===== config.mk =====
export PLATFORM = sky130hd
export DESIGN_NAME = telnet_option_receiver
export DESIGN_NICKNAME = d
export VERILOG_FILES = /design/src/design/tor_pkg.sv /design/src/design/tor_flags.sv /design/src/design/tor_decode.sv /design/src/design/tor_queue.sv /design/src/design/telnet_option_receiver.sv
export SDC_FILE = /design/constraint.sdc
export NUM_CORES = 1
export LEC_CHECK = 0
export ABC_AREA = 1
export BUFFER_PORTS_ARGS = -buffer_cell sky130_fd_sc_hd__buf_2
export CORE_ASPECT_RATIO = 2
export CORE_MARGIN = 1.5
export CORE_UTILIZATION = 37
export DETAILED_ROUTE_END_ITERATION = 7
export HOLD_SLACK_MARGIN = 0.06
export RECOVER_POWER = 25
export SKIP_LAST_GASP = 1
export SLEW_MARGIN = 15
export SYNTH_ARGS = -nofsm -noshare
export SYNTH_HDL_FRONTEND = slang
export SYNTH_SLANG_ARGS = --single-unit

===== constraint.sdc =====
create_clock -name clock -period 6.1 [get_ports clock]
set_clock_uncertainty 0.1 [all_clocks]
set_input_delay 0.305 -clock clock [delete_from_list [all_inputs] [get_ports clock]]
set_output_delay 0.305 -clock clock [all_outputs]
set_load 0.05 [all_outputs]

===== src/design/tor_pkg.sv =====
// ----------------------------------------------------------------------------
// tor_pkg: shared types and codes of the telnet option receiver
// Telnet command codes, parser phase and verb types, the result word layout
// and the sizing of the output queue.
// ----------------------------------------------------------------------------
package tor_pkg;

   // Telnet command codes
   localparam logic [7:0] CODE_IAC  = 8'd255;
   localparam logic [7:0] CODE_WILL = 8'd251;
   localparam logic [7:0] CODE_WONT = 8'd252;
   localparam logic [7:0] CODE_DO   = 8'd253;
   localparam logic [7:0] CODE_DONT = 8'd254;

   // Option codes that the receiver agrees to on WILL
   localparam logic [7:0] OPT_BINARY = 8'd0;
   localparam logic [7:0] OPT_ECHO   = 8'd1;
   localparam logic [7:0] OPT_SGA    = 8'd3;

   // Default number of tracked options
   localparam int OPTION_COUNT_DEF = 4;

   // Result words per input item, at most
   localparam int MAX_WORDS = 3;

   // Output queue sizing
   localparam int QUEUE_DEPTH = 8;
   localparam int QUEUE_PTR_W = $clog2(QUEUE_DEPTH);
   localparam int QUEUE_CNT_W = $clog2(QUEUE_DEPTH + 1);

   // Output channel codes
   localparam logic CHAN_DATA = 1'b0;
   localparam logic CHAN_PEER = 1'b1;

   // Parser phase of the received byte stream
   typedef enum logic [1:0] {
      PH_PLAIN = 2'd0,
      PH_IAC   = 2'd1,
      PH_VERB  = 2'd2
   } phase_type;

   // Negotiation verb, coded as verb - WILL
   typedef enum logic [1:0] {
      VB_WILL = 2'd0,
      VB_WONT = 2'd1,
      VB_DO   = 2'd2,
      VB_DONT = 2'd3
   } verb_type;

   // One result word
   typedef struct packed {
      logic [7:0] out_byte;
      logic       out_channel;
      logic       last;
   } word_type;

   // Option flag update from the decoder
   typedef struct packed {
      logic remote_we;
      logic local_we;
      logic value;
   } flag_wr_type;

   // Output queue status toward the top level
   typedef struct packed {
      logic                   room;
      logic [QUEUE_CNT_W-1:0] count;
   } queue_stat_type;

endpackage


===== src/design/tor_flags.sv =====
// ----------------------------------------------------------------------------
// tor_flags: remote and local option flags
// One flag per option for each side, cleared by reset, read and written at
// the option index of the word in the decode stage.
// ----------------------------------------------------------------------------
module tor_flags
   import tor_pkg::*;
#(
   parameter int OPTION_COUNT = OPTION_COUNT_DEF,
   localparam int IDX_W = $clog2(OPTION_COUNT)
) (
   input  logic             clock,
   input  logic             reset,
   input  logic [IDX_W-1:0] index,
   input  flag_wr_type      wr,
   output logic             remote_rd,
   output logic             local_rd
);

   logic [OPTION_COUNT-1:0] remote_ff, remote_in;
   logic [OPTION_COUNT-1:0] local_ff, local_in;
   logic                    in_rng;

   // Index may exceed the table when the count is not a power of two
   assign in_rng    = int'(index) < OPTION_COUNT;
   assign remote_rd = in_rng ? remote_ff[index] : 1'b0;
   assign local_rd  = in_rng ? local_ff[index] : 1'b0;

   // Apply flag updates
   always_comb begin
      remote_in = remote_ff;
      local_in  = local_ff;
      if (wr.remote_we && in_rng) begin
         remote_in[index] = wr.value;
      end
      if (wr.local_we && in_rng) begin
         local_in[index] = wr.value;
      end
   end

   always_ff @(posedge clock) begin
      if (reset) begin
         remote_ff <= '0;
         local_ff  <= '0;
      end else begin
         remote_ff <= remote_in;
         local_ff  <= local_in;
      end
   end

endmodule


===== src/design/tor_decode.sv =====
// ----------------------------------------------------------------------------
// tor_decode: telnet parser and option negotiation logic
// Computes the next parser phase, option flag updates and up to three
// result words for the word held in the input register.
// ----------------------------------------------------------------------------
module tor_decode
   import tor_pkg::*;
#(
   parameter int OPTION_COUNT = OPTION_COUNT_DEF
) (
   input  logic                            func,
   input  logic [7:0]                      rx_byte,
   input  logic [7:0]                      request_command,
   input  logic [7:0]                      request_option,
   input  phase_type                       phase,
   input  verb_type                        verb,
   input  logic                            remote_rd,
   input  logic                            local_rd,
   output phase_type                       phase_next,
   output verb_type                        verb_next,
   output flag_wr_type                     wr,
   output logic [1:0]                      count,
   output word_type [MAX_WORDS-1:0]        words
);

   localparam logic [8:0] OPT_LIMIT = 9'(OPTION_COUNT);

   logic [7:0] opt;
   logic       in_range;
   logic       rx_is_verb;
   logic       req_is_verb;
   logic       supported;

   // Build IAC verb option for the peer
   function automatic word_type [MAX_WORDS-1:0] reply(input logic [7:0] vb,
                                                     input logic [7:0] op);
      word_type [MAX_WORDS-1:0] w;
      w[0] = '{out_byte: CODE_IAC, out_channel: CHAN_PEER, last: 1'b0};
      w[1] = '{out_byte: vb,       out_channel: CHAN_PEER, last: 1'b0};
      w[2] = '{out_byte: op,       out_channel: CHAN_PEER, last: 1'b1};
      return w;
   endfunction

   assign opt         = func ? request_option : rx_byte;
   assign in_range    = {1'b0, opt} < OPT_LIMIT;
   assign rx_is_verb  = (rx_byte >= CODE_WILL) && (rx_byte <= CODE_DONT);
   assign req_is_verb = (request_command >= CODE_WILL) && (request_command <= CODE_DONT);
   assign supported   = in_range &&
                        (rx_byte == OPT_BINARY || rx_byte == OPT_ECHO || rx_byte == OPT_SGA);

   // Next parser phase; local requests leave it alone
   always_comb begin
      phase_next = phase;
      verb_next  = verb;
      if (!func) begin
         unique case (phase)
            PH_IAC: begin
               if (rx_is_verb) begin
                  verb_next  = verb_type'(rx_byte[1:0] + 2'd1);
                  phase_next = PH_VERB;
               end else begin
                  phase_next = PH_PLAIN;
               end
            end
            PH_VERB: begin
               phase_next = PH_PLAIN;
            end
            default: begin
               phase_next = (rx_byte == CODE_IAC) ? PH_IAC : PH_PLAIN;
            end
         endcase
      end
   end

   // Result words and flag updates
   always_comb begin
      wr    = '0;
      count = 2'd0;
      words = '0;
      if (func) begin
         // Local request: set the flag, send the request
         if (req_is_verb && in_range) begin
            if (request_command == CODE_DO || request_command == CODE_DONT) begin
               wr.remote_we = 1'b1;
            end else begin
               wr.local_we = 1'b1;
            end
            wr.value = 1'b1;
            words    = reply(request_command, request_option);
            count    = 2'd3;
         end
      end else begin
         unique case (phase)
            PH_IAC: begin
               // Doubled IAC stands for one data byte
               if (rx_byte == CODE_IAC) begin
                  words[0] = '{out_byte: CODE_IAC, out_channel: CHAN_DATA, last: 1'b1};
                  count    = 2'd1;
               end
            end
            PH_VERB: begin
               unique case (verb)
                  VB_WILL: begin
                     if (supported) begin
                        if (!remote_rd) begin
                           wr    = '{remote_we: 1'b1, local_we: 1'b0, value: 1'b1};
                           words = reply(CODE_DO, rx_byte);
                           count = 2'd3;
                        end
                     end else begin
                        words = reply(CODE_DONT, rx_byte);
                        count = 2'd3;
                     end
                  end
                  VB_WONT: begin
                     if (!in_range || remote_rd) begin
                        wr.remote_we = in_range;
                        words        = reply(CODE_DONT, rx_byte);
                        count        = 2'd3;
                     end
                  end
                  VB_DO: begin
                     words = reply(CODE_WONT, rx_byte);
                     count = 2'd3;
                  end
                  VB_DONT: begin
                     if (!in_range || local_rd) begin
                        wr.local_we = in_range;
                        words       = reply(CODE_WONT, rx_byte);
                        count       = 2'd3;
                     end
                  end
               endcase
            end
            default: begin
               // Plain data passes through; IAC opens a command
               if (rx_byte != CODE_IAC) begin
                  words[0] = '{out_byte: rx_byte, out_channel: CHAN_DATA, last: 1'b1};
                  count    = 2'd1;
               end
            end
         endcase
      end
   end

endmodule


===== src/design/tor_queue.sv =====
// ----------------------------------------------------------------------------
// tor_queue: output word queue
// Takes up to three words in one cycle and hands out one word per cycle on
// the result channel while that side takes words.
// ----------------------------------------------------------------------------
module tor_queue
   import tor_pkg::*;
(
   input  logic                     clock,
   input  logic                     reset,
   input  logic [1:0]               push_cnt,
   input  word_type [MAX_WORDS-1:0] push_words,
   input  logic                     pop,
   output word_type                 head,
   output queue_stat_type           stat
);

   word_type               mem_ff [QUEUE_DEPTH];
   word_type               mem_in [QUEUE_DEPTH];
   logic [QUEUE_PTR_W-1:0] wr_ptr_ff, wr_ptr_in;
   logic [QUEUE_PTR_W-1:0] rd_ptr_ff, rd_ptr_in;
   logic [QUEUE_CNT_W-1:0] count_ff, count_in;

   assign head       = mem_ff[rd_ptr_ff];
   assign stat.count = count_ff;
   assign stat.room  = count_ff <= QUEUE_CNT_W'(QUEUE_DEPTH - MAX_WORDS);

   // Write the new words behind the tail, advance pointers
   always_comb begin
      logic [QUEUE_PTR_W-1:0] slot;
      mem_in = mem_ff;
      for (int i = 0; i < MAX_WORDS; i++) begin
         slot = wr_ptr_ff + QUEUE_PTR_W'(i);
         if (i < int'(push_cnt)) begin
            mem_in[slot] = push_words[i];
         end
      end
      wr_ptr_in = wr_ptr_ff + QUEUE_PTR_W'(push_cnt);
      rd_ptr_in = rd_ptr_ff + QUEUE_PTR_W'(pop);
      count_in  = count_ff + QUEUE_CNT_W'(push_cnt) - QUEUE_CNT_W'(pop);
   end

   always_ff @(posedge clock) begin
      mem_ff <= mem_in;
   end

   always_ff @(posedge clock) begin
      if (reset) begin
         wr_ptr_ff <= '0;
         rd_ptr_ff <= '0;
         count_ff  <= '0;
      end else begin
         wr_ptr_ff <= wr_ptr_in;
         rd_ptr_ff <= rd_ptr_in;
         count_ff  <= count_in;
      end
   end

endmodule


===== src/design/telnet_option_receiver.sv =====
// ----------------------------------------------------------------------------
// telnet_option_receiver: telnet receive filter with option negotiation
// Passes data bytes to the terminal side, strips IAC sequences, answers
// option negotiation and sends local negotiation requests to the peer.
//
//   channel  direction  handshake          payload
//   req_     in         tvalid / tready    tdata, tuser = func, tlast = chunk end
//   rsp_     out        tvalid / tready    tdata, tuser = channel, tlast = last
//
// A word is taken into the input register in any cycle it is free or drains.
// Decode is combinational; results go into an 8-word output queue.
// Data bytes flow at one word per cycle while the result side takes words;
// a negotiation reply is three output words, so replies are paced by the queue.
// Reset clears the parser, all option flags and the queue at once.
// A stalled result side leaves the queue short of room, then req_tready drops.
// ----------------------------------------------------------------------------
module telnet_option_receiver
   import tor_pkg::*;
#(
   parameter int OPTION_COUNT = OPTION_COUNT_DEF
) (
   input  logic        clock,
   input  logic        reset,
   input  logic        req_tvalid,
   output logic        req_tready,
   // [7:0] rx_byte, [15:8] request_command, [23:16] request_option
   input  logic [23:0] req_tdata,
   // [0] func
   input  logic        req_tuser,
   // chunk end, carries no meaning here
   input  logic        req_tlast,
   output logic        rsp_tvalid,
   input  logic        rsp_tready,
   // [7:0] out_byte
   output logic [7:0]  rsp_tdata,
   // [0] out_channel
   output logic        rsp_tuser,
   output logic        rsp_tlast
);

   localparam int IDX_W = $clog2(OPTION_COUNT);

   logic                     in_valid_ff, in_valid_in;
   logic                     in_func_ff, in_func_in;
   logic [7:0]               in_byte_ff, in_byte_in;
   logic [7:0]               in_cmd_ff, in_cmd_in;
   logic [7:0]               in_opt_ff, in_opt_in;
   phase_type                phase_ff, phase_in;
   verb_type                 verb_ff, verb_in;
   phase_type                phase_next;
   verb_type                 verb_next;
   flag_wr_type              dec_wr;
   flag_wr_type              flag_wr;
   logic [1:0]               dec_count;
   logic [1:0]               push_cnt;
   word_type [MAX_WORDS-1:0] dec_words;
   logic                     remote_rd;
   logic                     local_rd;
   logic [IDX_W-1:0]         flag_idx;
   logic                     req_take;
   logic                     advance;
   logic                     pop;
   word_type                 head;
   queue_stat_type           qstat;

   // Input handshake and decode advance
   assign advance    = in_valid_ff && qstat.room;
   assign req_tready = !in_valid_ff || qstat.room;
   assign req_take   = req_tvalid && req_tready;
   assign pop        = rsp_tvalid && rsp_tready;

   // Load the input register, hold otherwise
   always_comb begin
      in_valid_in = in_valid_ff;
      in_func_in  = in_func_ff;
      in_byte_in  = in_byte_ff;
      in_cmd_in   = in_cmd_ff;
      in_opt_in   = in_opt_ff;
      if (req_take) begin
         in_valid_in = 1'b1;
         in_func_in  = req_tuser;
         in_byte_in  = req_tdata[7:0];
         in_cmd_in   = req_tdata[15:8];
         in_opt_in   = req_tdata[23:16];
      end else if (advance) begin
         in_valid_in = 1'b0;
      end
   end

   // Commit parser state when the word advances
   always_comb begin
      phase_in = advance ? phase_next : phase_ff;
      verb_in  = advance ? verb_next : verb_ff;
   end

   always_ff @(posedge clock) begin
      if (reset) begin
         in_valid_ff <= 1'b0;
         phase_ff    <= PH_PLAIN;
         verb_ff     <= VB_WILL;
      end else begin
         in_valid_ff <= in_valid_in;
         phase_ff    <= phase_in;
         verb_ff     <= verb_in;
      end
   end

   always_ff @(posedge clock) begin
      in_func_ff <= in_func_in;
      in_byte_ff <= in_byte_in;
      in_cmd_ff  <= in_cmd_in;
      in_opt_ff  <= in_opt_in;
   end

   // Option index of the word in decode
   assign flag_idx = in_func_ff ? in_opt_ff[IDX_W-1:0] : in_byte_ff[IDX_W-1:0];
   assign flag_wr  = advance ? dec_wr : '0;
   assign push_cnt = advance ? dec_count : 2'd0;

   tor_flags #(
      .OPTION_COUNT(OPTION_COUNT)
   ) u_flags (
      .clock    (clock),
      .reset    (reset),
      .index    (flag_idx),
      .wr       (flag_wr),
      .remote_rd(remote_rd),
      .local_rd (local_rd)
   );

   tor_decode #(
      .OPTION_COUNT(OPTION_COUNT)
   ) u_decode (
      .func           (in_func_ff),
      .rx_byte        (in_byte_ff),
      .request_command(in_cmd_ff),
      .request_option (in_opt_ff),
      .phase          (phase_ff),
      .verb           (verb_ff),
      .remote_rd      (remote_rd),
      .local_rd       (local_rd),
      .phase_next     (phase_next),
      .verb_next      (verb_next),
      .wr             (dec_wr),
      .count          (dec_count),
      .words          (dec_words)
   );

   tor_queue u_queue (
      .clock     (clock),
      .reset     (reset),
      .push_cnt  (push_cnt),
      .push_words(dec_words),
      .pop       (pop),
      .head      (head),
      .stat      (qstat)
   );

   // Drive the result channel from the queue head
   assign rsp_tvalid = qstat.count != '0;
   assign rsp_tdata  = head.out_byte;
   assign rsp_tuser  = head.out_channel;
   assign rsp_tlast  = head.last;

   // Queue never holds more words than it has entries
   a_queue_bound: assert property (@(posedge clock) disable iff (reset)
      qstat.count <= QUEUE_CNT_W'(QUEUE_DEPTH))
      else $error("output queue overflow");

   // A word that finishes a command returns the parser to plain data
   a_verb_done: assert property (@(posedge clock) disable iff (reset)
      (advance && !in_func_ff && phase_ff == PH_VERB) |=> (phase_ff == PH_PLAIN))
      else $error("parser did not return to plain data");

   // Local requests leave the parser phase untouched
   a_req_phase: assert property (@(posedge clock) disable iff (reset)
      (advance && in_func_ff) |=> $stable(phase_ff))
      else $error("local request changed parser phase");

   // Nothing is offered right after reset
   a_reset_empty: assert property (@(posedge clock)
      $fell(reset) |-> !rsp_tvalid)
      else $error("result offered after reset");

endmodule


# Yosys cells after proc, flatten, opt, wreduce, memory -nomap -nowiden
# Cells that the tools add are included.
[classes]
addsub = 7
magnitude_cmp = 18
eq_ne = 11
muxes = 64
bitwise_logic = 5
n_reduce_logical = 25
[ops]
columns = ["op", "n"]
rows = [
  ["80-bit bitwise mux", 3],
  ["80-bit two-way mux", 3],
  ["30-bit two-way mux", 6],
  ["30-bit case mux with 4 select lines", 1],
  ["10-bit demux with 3-bit select", 3],
  ["10-bit two-way mux", 7],
  ["10-bit binary-select mux with 3-bit select", 1],
  ["8-bit equality test (second input constant)", 3],
  ["20-bit two-way mux", 1],
  ["10-bit case mux with 2 select lines", 1],
  ["2-bit two-way mux", 9],
  ["3-bit two-way mux", 6],
  ["4-bit >= comparator (second input constant)", 4],
  ["8-bit >= comparator (second input constant)", 2],
  ["8-bit <= comparator (second input constant)", 2],
  ["3-bit inverter with 4-bit output", 4],
  ["4-bit by 1-bit < comparator with 1-bit output (second input constant)", 3],
  ["1-bit two-way mux", 12],
  ["1-bit logical AND", 11],
  ["4-bit bitwise mux", 2],
  ["8-bit by 1-bit equality test with 1-bit output (second input constant)", 1],
  ["8-bit by 2-bit equality test with 1-bit output (second input constant)", 1],
  ["8-bit logical NOT", 1],
  ["8-bit by 3-bit < comparator with 1-bit output (second input constant)", 1],
  ["other kinds (29)", 42],
]
[word_totals]
register_bits = 128
inputBits = 30
out_inout_bits = 12
elab_cells = 166

# Longest topological paths before layout
# Gate-level depths: netlist of the first run.
[depth]
depth_word = 15
depth_mapped = 22
mapped_depth_nobuf = 21

# Cells and area by module
# Synthesis of the first run repeated with hierarchy kept, for this count alone.
[hier_totals]
hier_cells = 1456
hier_area_um2 = 8907.3
[by_module_without_submodules]
columns = ["mod", "n_inst", "cells_per_inst", "area_per_inst_um2", "seq_area_each_um2"]
rows = [
  ["tor_queue", 1, 1152, 6536.3, 1801.7],
  ["telnet_option_receiver", 1, 78, 1052.3, 850.8],
  ["tor_decode", 1, 157, 868.3, 0.0],
  ["tor_flags", 1, 69, 450.4, 160.2],
]

# Worst setup path before layout of the first run
# No wires, ideal clock.
[synth_timing]
path_type = "reg-to-reg"
startpoint = "register in_byte_ff[0]"
endpoint = "register u_queue.count_ff[3]"
setup_ns = 0.070
arrival_ns = 2.628
required_ns = 5.930
path_slack_ns = 3.302
stages_incl_launch_ff = 19
path_buffers = 0
synth_period_minus_slack_ns = 2.798
path_cell_list = "edfxtp_1 inv_1 ha_1 nor2_1 nand2_1 nand3_1 inv_1 nand3_1 nand2_1 o21ai_2 nand2_2 ha_1 inv_1 ha_1 nand2_1 nor2_1 a211oi_1 o21ai_0 a21oi_1"
[synth_between]
elab_chain_len = 11
word_cells_on_any_way = 32
cone_classes = "2 x add/sub; 1 x order compare; 4 x eq/ne; 17 x mux; 8 x reduce/logical"
[synth_rtl]
columns = ["element", "line_no", "rtl"]
rows = [
  ["start, declared", "telnet_option_receiver.sv:45", "logic [7:0] in_byte_ff, in_byte_in;"],
  ["start signal, assigned", "telnet_option_receiver.sv:110", "in_byte_ff <= in_byte_in;"],
  ["8-bit two-way mux, or another cell as far along", "tor_decode.sv:44", "assign opt = func ? request_option : rx_byte;"],
  ["8-bit by 3-bit < comparator with 1-bit output, or another cell as far along", "tor_decode.sv:45", "assign in_range = {1'b0, opt} < OPT_LIMIT;"],
  ["1-bit logical NOT, or another cell as far along", "tor_decode.sv:116, tor_decode.sv:127", ""],
  ["1-bit logical OR, or another cell as far along", "tor_decode.sv:127", "if (!in_range || local_rd) begin"],
  ["2-bit two-way mux, on equally long branches", "tor_decode.sv:127, tor_decode.sv:104, tor_decode.sv:116", ""],
  ["2-bit case mux with 4 select lines", "tor_decode.sv:102", "unique case (verb)"],
  ["2-bit case mux with 2 select lines", "tor_decode.sv:93", "unique case (phase)"],
  ["2-bit two-way mux (*)", "tor_decode.sv:80", "if (func) begin"],
  ["2-bit two-way mux (*)", "telnet_option_receiver.sv:118", "assign push_cnt = advance ? dec_count : 2'd0;"],
  ["4-bit by 2-bit adder with 4-bit output (*)", "tor_queue.sv:40", "count_in = count_ff + QUEUE_CNT_W'(push_cnt) - QUEUE_CNT_W'(pop);"],
  ["4-bit by 1-bit subtractor with 4-bit output (*)", "tor_queue.sv:40", ""],
  ["end signal, assigned", "tor_queue.sv:55", "count_ff <= count_in;"],
  ["end, declared", "tor_queue.sv:22", "logic [QUEUE_CNT_W-1:0] count_ff, count_in;"],
]
# Mark *: on every way between the ends. The rest lies on a longest branch, timed or not. The select of a mux whose other input is x is not followed.
# A chain may end at the register's enable or synchronous reset.

==> impl_results.md, run 1 <==
* Layout cell share with drive strength beyond 1 at 0.107
* Postcts setup bufs at 0
* Power Density at 366 nW/µm²
* PnR worst setup slack at 2.33 ns
* Worst-margin pin slew at 1.25 ns
* First-pass DRT Iterations at 5
* Routability congestion estimate from global placement at 0.964
* Total power at 3160 µW
* Max cap viols at 0
* Cell Int Power at 1970 µW
* Initial Util at 0.379
* Arrival @ worst endpoint at 3.97 ns
* Setup violators final at 0
* Sequential element share of the synthesized area at 0.383
* Total routed wirelength at 25,500 µm
* Syn_nets at 1,127
* Core Region at 19,400 µm²
* CTS Buf Count at 17
* Post-layout min period at 3.77 ns
* Leak Pwr at 0.00378 µW
* Initial antenna violation count at 0
* Syn avg cell area at 6.81 µm²
* Pre-CTS setup slack at 2.41 ns
* Comb pwr share at 0.323
* Vias in the first global route at 7,312
* Final nets at 1,185
* Die width at 103 µm
* RSZ-0062 raised after global routing: false
* Clk root buf: clkbuf_16
* Final hold violations at 0
* Max Root-Sink Buffers at 2
* H-tree depth at 4
* Outcome: completed
* Die area at 20,700 µm²
* DR iter-0 viols at 460
* Fin. max-slew vios at 0
* Vias at 7,511
* Setup TNS at 0 ns
* EDFF count, synth at 25
* Non-Filler Instances at 1,408
* Netlist cell types at 39
* Critical Path Source Type: flip-flop
* Die H at 202 µm
* Worst Hold Class: input port to flip-flop
* Commonest non-fill, non-tap cell in the layout: nand2_1
* Peak supply drop at 0.185 mV
* Commonest cells after routing, fill and taps aside: nand2_1, nand3_1, nor2_1
* # port buffers at 40
* Crit path capture type: flip-flop
* Synth area leader: dfxtp_1
* Half-perimeter wire length after placement at 17,800 µm
* ANT cells at 0
* Sequential Power Share at 0.325
* Switch share at 0.377
* Largest net degree at the start of global routing at 45
* Via density at 5.33
* Synthesis Warnings at 0
* CP Class: flip-flop to flip-flop
* CTS Sinks at 128
* Flop2flop setup slack at 2.33 ns
* Crit Path Max Fanout at 44
* DRC Markers at 0
* Fmax at 266 MHz
* WP data required at 6.30 ns
* Number of placement rows at 72
* Syn-to-layout area delta at 17.5%
* TritonCTS clock tree: built
* GRT Total Usage at 0.257
* Wire per inst at 18.1 µm
* Mapped Cells at 1,078
* Number of nets still failing antenna checks after routing at 0
* Fin crit share at 0.617
* Io pins at 42
* Post-synth top area share at 0.281
* Ys flop type: dfxtp_1
* Clk pwr share at 0.352
* DP Cell Count at 1,350
* GRT overflow at 0
* First-pass GRT wire length at 39,400 µm
* Top cells by area, synth: dfxtp_1, nand2_1, nand3_1
* Asr flop ratio synth at 0
* Worst-path clk slew at 0.06 ns
* Worst rel slew slack at 0.164
* Psw at 1190 µW
* Post-Syn Area at 7340 µm²
* Hold WS at 0.214 ns
* Number of synthesized register bits at 128
* Clk_lat worst skew at 0.43 ns
-- logic make-up after synthesis --
family	count (synthesis)	synth area share
buffers and inverters	144	0.0842
adders and majority gates	19	0.0344
AOI/OAI and AO/OA	184	0.138
and+or+nand+nor	600	0.357
DFF	128	0.383
xor gates and xnor gates	3	0.00358
-- sequential cells by signal, summed over array words and instances, names as in the netlist --
name / flops
u_queue.mem_ff: 80
in_byte_ff: 8
in_cmd_ff: 8
in_opt_ff: 8
u_flags.local_ff: 4
u_flags.remote_ff: 4
u_queue.count_ff: 4
u_queue.rd_ptr_ff: 3
u_queue.wr_ptr_ff: 3
phase_ff: 2
verb_ff: 2
in_func_ff: 1
in_valid_ff: 1
-- area by class of cell --
cell class / instances / area (µm²)
Timing Repair Buffer: 77 / 538
Clock buffer: 24 / 514
Fill cell: 2015 / 10700
Clock inverter: 8 / 121
Inverter: 106 / 403
Tap cell: 259 / 324
Multi-Input combinational cell: 806 / 3920
Sequential cell: 128 / 2810
-- power groups by stage --
stage | logic [µW] | clock network, µW | registers (µW)
finish | 1020 | 1110 | 1030
global route | 1120 | 1150 | 1040
CTS | 1020 | 1120 | 1020
detailed placement | 1000 | 0 | 1040
global placement | 998 | 0 | 1040
floorplan | 752 | 0 | 1030
-- worst max-delay path, stage by stage, from the launching register on --
cell	delay, ns
edfxtp_1	0.57
o21ai_2	0.41
inv_2	0.09
nand2_1	0.13
nand2_1	0.11
nand3_1	0.10
nand2_1	0.09
o21ai_2	0.36
nand2_2	0.27
nand2_4	0.51
nand2_1	0.50
nand2_1	0.16
nand3_1	0.08
nand2_1	0.07
o21ai_1	0.07
-- timing repair --
| action | CTS | global route |
|---|---|---|
| setup endpoints to repair | 0 | 0 |
| endpoints found under the hold margin | 26 | 0 |
| gates resized for setup | 0 | 0 |
| hold buffers | 26 | 0 |
-- final timing paths --
path,to,cells after the start,from
min reg2reg,u_queue.mem_ff[41]$_DFF_P_,2,u_queue.mem_ff[41]$_DFF_P_
max reg2reg,u_queue.mem_ff[26]$_DFF_P_,14,in_func_ff$_DFFE_PP_
min,u_queue.count_ff[1]$_SDFF_PP0_,2,reset
max,u_queue.mem_ff[26]$_DFF_P_,14,in_func_ff$_DFFE_PP_
-- metrics by stage --
step,utilization,cell area (µm²)
after floorplan,-,7340
after global placement,0.399,7740
after detailed placement,0.399,7740
after CTS,0.446,8630
after global routing,0.445,8630
final,0.445,8630
-- metal layers --
layer	track usage	wire, µm
met5	0	0
met4	0.197	1910
met3	0.0425	1160
met2	0.466	13500
met1	0.248	8950
-- cells in the mapped netlist (3+ instances only) --
cell,number
dfxtp_1,103
inv_2,11
clkbuf_1,21
inv_1,91
ha_1,17
nand4_1,5
o22ai_1,9
a211oi_1,10
nand2_2,8
buf_6,7
o21ai_0,67
nor2_1,134
o211ai_1,12
o21ai_1,41
nor2_2,8
nand2_1,261
a21oi_1,32
a31oi_1,10
nand3_1,163
clkinv_1,3
edfxtp_1,25
nor2_4,3
nand2_4,6
buf_2,7
Power figures use the tool's default switching activity.
==> run 2, diff against run 1 <==
==> constraint.sdc (replaced) <==
create_clock -name clock -period 3.05 [get_ports clock]
set_clock_uncertainty 0.1 [all_clocks]
set_input_delay 0.1525 -clock clock [delete_from_list [all_inputs] [get_ports clock]]
set_output_delay 0.1525 -clock clock [all_outputs]
set_load 0.05 [all_outputs]
==> run 2 against run 1 <==
Effect of this change:
- design area increased by 8.1%
- sequential share of layout area fell by 2.4 points
- total power is 100% higher
- critical path type unchanged
- largest cell class unchanged
==> impl_results.md, run 2 (synthesis gave the netlist of run 1 again) <==
* Outcome: completed
* Vias in the first global route at 7,956
* Io pins at 42
* Clk root buf: clkbuf_16
* Routability congestion estimate from global placement at 0.942
* Final Instance Area at 9320 µm²
* RSZ-0062 raised after global routing: true
* Leak Pwr at 0.00419 µW
* CP Class: flip-flop to flip-flop
* Initial Util at 0.379
* Worst rel slew slack at 0.194
* GRT Total Usage at 0.265
* Max reg flops at 80
* DRC Markers at 0
* Comb pwr share at 0.344
* Min-delay src: rsp_tready
* Critical Path Source Type: flip-flop
* TritonCTS clock tree: built
* WP data required at 3.25 ns
* Number of placement rows at 72
* Sequential Power Share at 0.322
* Post-layout min period at 2.90 ns
* Die width at 103 µm
* CTS Buf Count at 17
* Clk pwr share at 0.334
* Wire per inst at 17.5 µm
* ANT cells at 0
* Arrival @ worst endpoint at 3.10 ns
* First-pass GRT wire length at 40,900 µm
* Initial antenna violation count at 0
* Via density at 5.25
* Die area at 20,700 µm²
* Largest net degree at the start of global routing at 43
* # port buffers at 40
* Max cap viols at 0
* Switch share at 0.385
* Final hold violations at 0
* Fin crit share at 0.950
* Fmax at 345 MHz
* Power Density at 684 nW/µm²
* Commonest non-fill, non-tap cell in the layout: nand2_1
* WHS Endpoint: u_queue.rd_ptr_ff[0]$_SDFF_PP0_
* Reg-to-Reg Start: in_func_ff$_DFFE_PP_
* Layout cell share with drive strength beyond 1 at 0.175
* GRT overflow at 0
* Vias at 7,843
* H-tree depth at 4
* Multi-input combinational cell area at 3970 µm²
* Total routed wirelength at 26,100 µm
* Fin. max-slew vios at 0
* Reg with most FFs: u_queue.mem_ff
* Worst r2r dst: u_queue.wr_ptr_ff[1]$_SDFF_PP0_
* Worst-path clk slew at 0.06 ns
* Clk_lat worst skew at 0.43 ns
* CTS Sinks at 128
* Syn-to-layout area delta at 27.0%
* Flop2flop setup slack at 0.15 ns
* Worst-margin pin slew at 1.21 ns
* First-pass DRT Iterations at 5
* Sequential cell area at 2810 µm²
* R2R depth at 21
* Half-perimeter wire length after placement at 19,100 µm
* DR iter-0 viols at 432
* Die H at 202 µm
* Setup TNS at 0 ns
* Total placed instance area at 8360 µm²
* Hold path cells at 5
* Core Region at 19,400 µm²
* Crit Path Max Fanout at 6
* Layout fillers at 1,953
* Number of nets still failing antenna checks after routing at 0
* Max Root-Sink Buffers at 2
* Cell Int Power at 3930 µW
* Peak supply drop at 0.383 mV
* Setup violators final at 0
* Final nets at 1,271
* Crit path capture type: flip-flop
* Worst Hold Class: input port to flip-flop
* Psw at 2450 µW
* Commonest cells after routing, fill and taps aside: nand2_1, nand3_1, nor2_1
==> run 2: cell types whose count changed in the layout (fill, tap and decap cells not counted), moves of 2 or more <==
cell	change
nand2_8	+2
inv_6	+2
o21ai_4	+2
buf_4	+83
clkbuf_1	-3
o21ai_2	-2
==> run 2: area by class of cell <==
type,count,area share
well taps,259,0.0348
repair buffers,163,0.129
flip-flops and latches,128,0.302
clock buffers,21,0.0527
clock inverters,11,0.0134
multi-input cells,806,0.425
inverters,106,0.0432
==> run 2: power by group through the flow <==
stage | registers (µW) | logic [µW] | clock network, µW
after floorplan | 2060 | 1500 | 0
after global placement | 2080 | 2110 | 0
after detailed placement | 2090 | 2120 | 0
after CTS | 2050 | 2160 | 2160
after global routing | 2080 | 2400 | 2230
final | 2050 | 2200 | 2130
==> run 2: worst max path at each step <==
stage / endpoint / cells after the start / start / slack [ns]
after global placement: u_queue.count_ff[3]$_SDFF_PP0_ / 17 / in_byte_ff[0]$_DFFE_PP_ / 0.10
after detailed placement: u_queue.count_ff[3]$_SDFF_PP0_ / 17 / in_byte_ff[0]$_DFFE_PP_ / 0.10
after CTS: u_queue.count_ff[3]$_SDFF_PP0_ / 18 / in_byte_ff[0]$_DFFE_PP_ / 0.07
after floorplan: u_queue.count_ff[3]$_SDFF_PP0_ / 18 / in_byte_ff[0]$_DFFE_PP_ / 0.25
final: u_queue.wr_ptr_ff[1]$_SDFF_PP0_ / 21 / in_func_ff$_DFFE_PP_ / 0.15
after global routing: u_queue.count_ff[3]$_SDFF_PP0_ / 18 / in_byte_ff[1]$_DFFE_PP_ / -0.08
==> run 2: timing repair <==
| action | 4_1_cts | 5_1_grt |
|---|---|---|
| setup endpoints to repair | 0 | 45 |
| hold buffers | 27 | 0 |
| gates resized for setup | 0 | 11 |
| endpoints found under the hold margin | 28 | 0 |
| buffers inserted | 0 | 4 |
==> run 2: per-layer routing <==
metal  share of wire  GRT usage  vias to the layer above
li1                -          -                     3863
met1            0.32      0.243                     3580
met2            0.53      0.479                      283
met3           0.049     0.0387                      117
met4           0.099      0.242                        0
met5               0          0                        -
==> run 2: worst max-delay path, stage by stage (launching register included) <==
cell and delay, ns:
edfxtp_1 0.41, buf_6 0.16, inv_6 0.05, nand2_4 0.07
nand2_4 0.10, nand2_1 0.05, nand2_1 0.06, nand2_1 0.08
nand2_2 0.10, inv_2 0.03, nand2_1 0.06, nand2_2 0.09
buf_4 0.15, nor2_4 0.14, nand2_4 0.08, nand2_4 0.10
nand2_8 0.08, inv_2 0.07, ha_1 0.16, inv_1 0.06
fa_2 0.52, nor2_1 0.04
==> run 2: metrics by stage <==
step | setup slack, ns | hold slack, ns | total power [µW] | instances | util
5_1_grt | -0.0805 | 0.173 | 6700 | 1494 | 0.481
4_1_cts | 0.0747 | 0.132 | 6370 | 1490 | 0.477
2_1_floorplan | 0.252 | 0.151 | 3560 | 1078 | -
3_5_place_dp | 0.100 | 0.231 | 4210 | 1431 | 0.432
3_3_place_gp | 0.105 | 0.228 | 4200 | 1431 | 0.432
6_report | 0.153 | 0.162 | 6380 | 1494 | 0.481
==> run 3, diff against run 2 <==
==> constraint.sdc (replaced) <==
create_clock -name clock -period 3.2 [get_ports clock]
set_clock_uncertainty 0.1 [all_clocks]
set_input_delay 0.16 -clock clock [delete_from_list [all_inputs] [get_ports clock]]
set_output_delay 0.16 -clock clock [all_outputs]
set_load 0.05 [all_outputs]
==> run 3 against run 2 <==
Effect of this change:
- clock power hardly changed
- worst hold slack worse by 0.10 ns
- total power is 3.8% lower
- core utilization is 1.2 points lower
- largest cell class unchanged
- non-clock buffer count is 30 lower
- sequential share of layout area is 0.76 points higher
- sequential cell count stayed put
- routed wire length is 0.72% lower
- first-iteration DRC count is 13% higher
- global-route usage is 0.053 points higher
- count of clock-buffer cells in the layout is 3 higher
- via count is 0.97% lower
==> impl_results.md, run 3 (synthesis gave the netlist of run 1 again) <==
* Largest net degree at the start of global routing at 43
* Power Density at 675 nW/µm²
* Max reg flops at 80
* CTS Buf Count at 17
* Commonest non-fill, non-tap cell in the layout: nand2_1
* Die area at 20,700 µm²
* Final hold violations at 0
* First-pass DRT Iterations at 5
* Peak supply drop at 0.421 mV
* ANT cells at 0
* Fin. max-slew vios at 0
* Via density at 5.31
* Max cap viols at 0
* Half-perimeter wire length after placement at 19,000 µm
* Reg with most FFs: u_queue.mem_ff
* Max Root-Sink Buffers at 2
* Commonest cells after routing, fill and taps aside: nand2_1, nand3_1, nor2_1
* Setup violators final at 0
* Leak Pwr at 0.00408 µW
* Worst-path clk slew at 0.05 ns
* Crit-path cells: inv_1 > o21ai_0 > o22ai_1 > nor2_1 > a31oi_1 > buf_2
* Setup TNS at 0 ns
* Core Region at 19,400 µm²
* Reg-to-Reg Start: in_func_ff$_DFFE_PP_
* Number of nets still failing antenna checks after routing at 0
* Arrival @ worst endpoint at 2.78 ns
* Crit path capture type: primary output
* DR iter-0 viols at 487
* Layout fillers at 1,994
* Die width at 103 µm
* CP Class: flip-flop to primary output
* CTS Sinks at 128
* H-tree depth at 4
* Critical Path Start: u_queue.rd_ptr_ff[1]$_SDFF_PP0_
* CP max stage delay at 0.63 ns
* TritonCTS clock tree: built
* Fin crit share at 0.948
* DRC Markers at 0
* Clk_lat worst skew at 0.43 ns
* Top delay family on crit path: compound AO/OA/AOI/OAI gates
* Critical Path Source Type: flip-flop
* Final nets at 1,241
* RSZ-0062 raised after global routing: false
* Pre-CTS setup slack at 0.149 ns
* Die H at 202 µm
* Routability congestion estimate from global placement at 1.00
* Outcome: completed
* GRT Total Usage at 0.266
* Final core occ at 0.470
* PnR worst setup slack at 0.165 ns
* CP max-delay cell: o22ai_1
* Initial Util at 0.379
* Wire per inst at 17.7 µm
* Clk root buf: clkbuf_16
* Post-layout min period at 3.04 ns
* Vias at 7,767
* Vias in the first global route at 7,737
* WP data required at 2.94 ns
* GRT overflow at 0
* DP Cell Count at 1,403
* Initial antenna violation count at 0
* Worst Hold Class: input port to flip-flop
* Syn-to-layout area delta at 23.9%
* Worst-margin pin slew at 1.24 ns
* Number of placement rows at 72
* # port buffers at 40
* Fmax at 329 MHz
* Layout cell share with drive strength beyond 1 at 0.149
* Min-delay src: reset
* Crit Path Max Fanout at 19
* Hold WS at 0.0614 ns
* Crit path buffers/inverters at 2
* First-pass GRT wire length at 40,800 µm
* Io pins at 42
* Non-Filler Instances at 1,463
* Worst rel slew slack at 0.173
* Total routed wirelength at 25,900 µm
==> run 3: what timing repair did <==
item / CTS / global route
setup endpoints to repair: 0 / 8
endpoints found under the hold margin: 26 / 0
setup buffers: 0 / 3
hold buffers: 26 / 0
resized for setup: 0 / 1
==> run 3: cell type report <==
cell class,instances,area (µm²),share of cell area
clock buffer,24,536,0.0589
clock inverter,7,118,0.0129
inverter,106,403,0.0443
multi-input combinational,806,3920,0.431
sequential,128,2810,0.309
tap,259,324,0.0356
timing repair buffer,133,981,0.108
==> run 3: power by group <==
group,switching [µW],internal [µW]
clock network,745,1400
registers,105,1850
logic,1440,596
==> run 3: worst paths after layout <==
check	to	slack (ns)	cells after the start
worst max register to register	u_queue.count_ff[3]$_SDFF_PP0_	0.23	17
worst min-delay path	u_queue.count_ff[1]$_SDFF_PP0_	0.06	2
worst max-delay path	rsp_tdata[2]	0.16	6
worst min register to register	u_flags.local_ff[0]$_SDFFE_PP0P_	0.36	2
==> run 3: per-layer routing <==
layer / up-vias / routed length, µm / GRT usage
li1: 3807 / - / -
met1: 3523 / 8590 / 0.252
met2: 315 / 13300 / 0.465
met3: 122 / 1410 / 0.0477
met4: 0 / 2580 / 0.243
met5: - / 0 / 0
==> run 3: per-stage QoR <==
stage | area [µm²] | total power, µW
floorplan | 7340 | 3390
global placement | 8160 | 3960
detailed placement | 8160 | 3980
CTS | 9070 | 6150
global route | 9100 | 6440
finish | 9100 | 6140
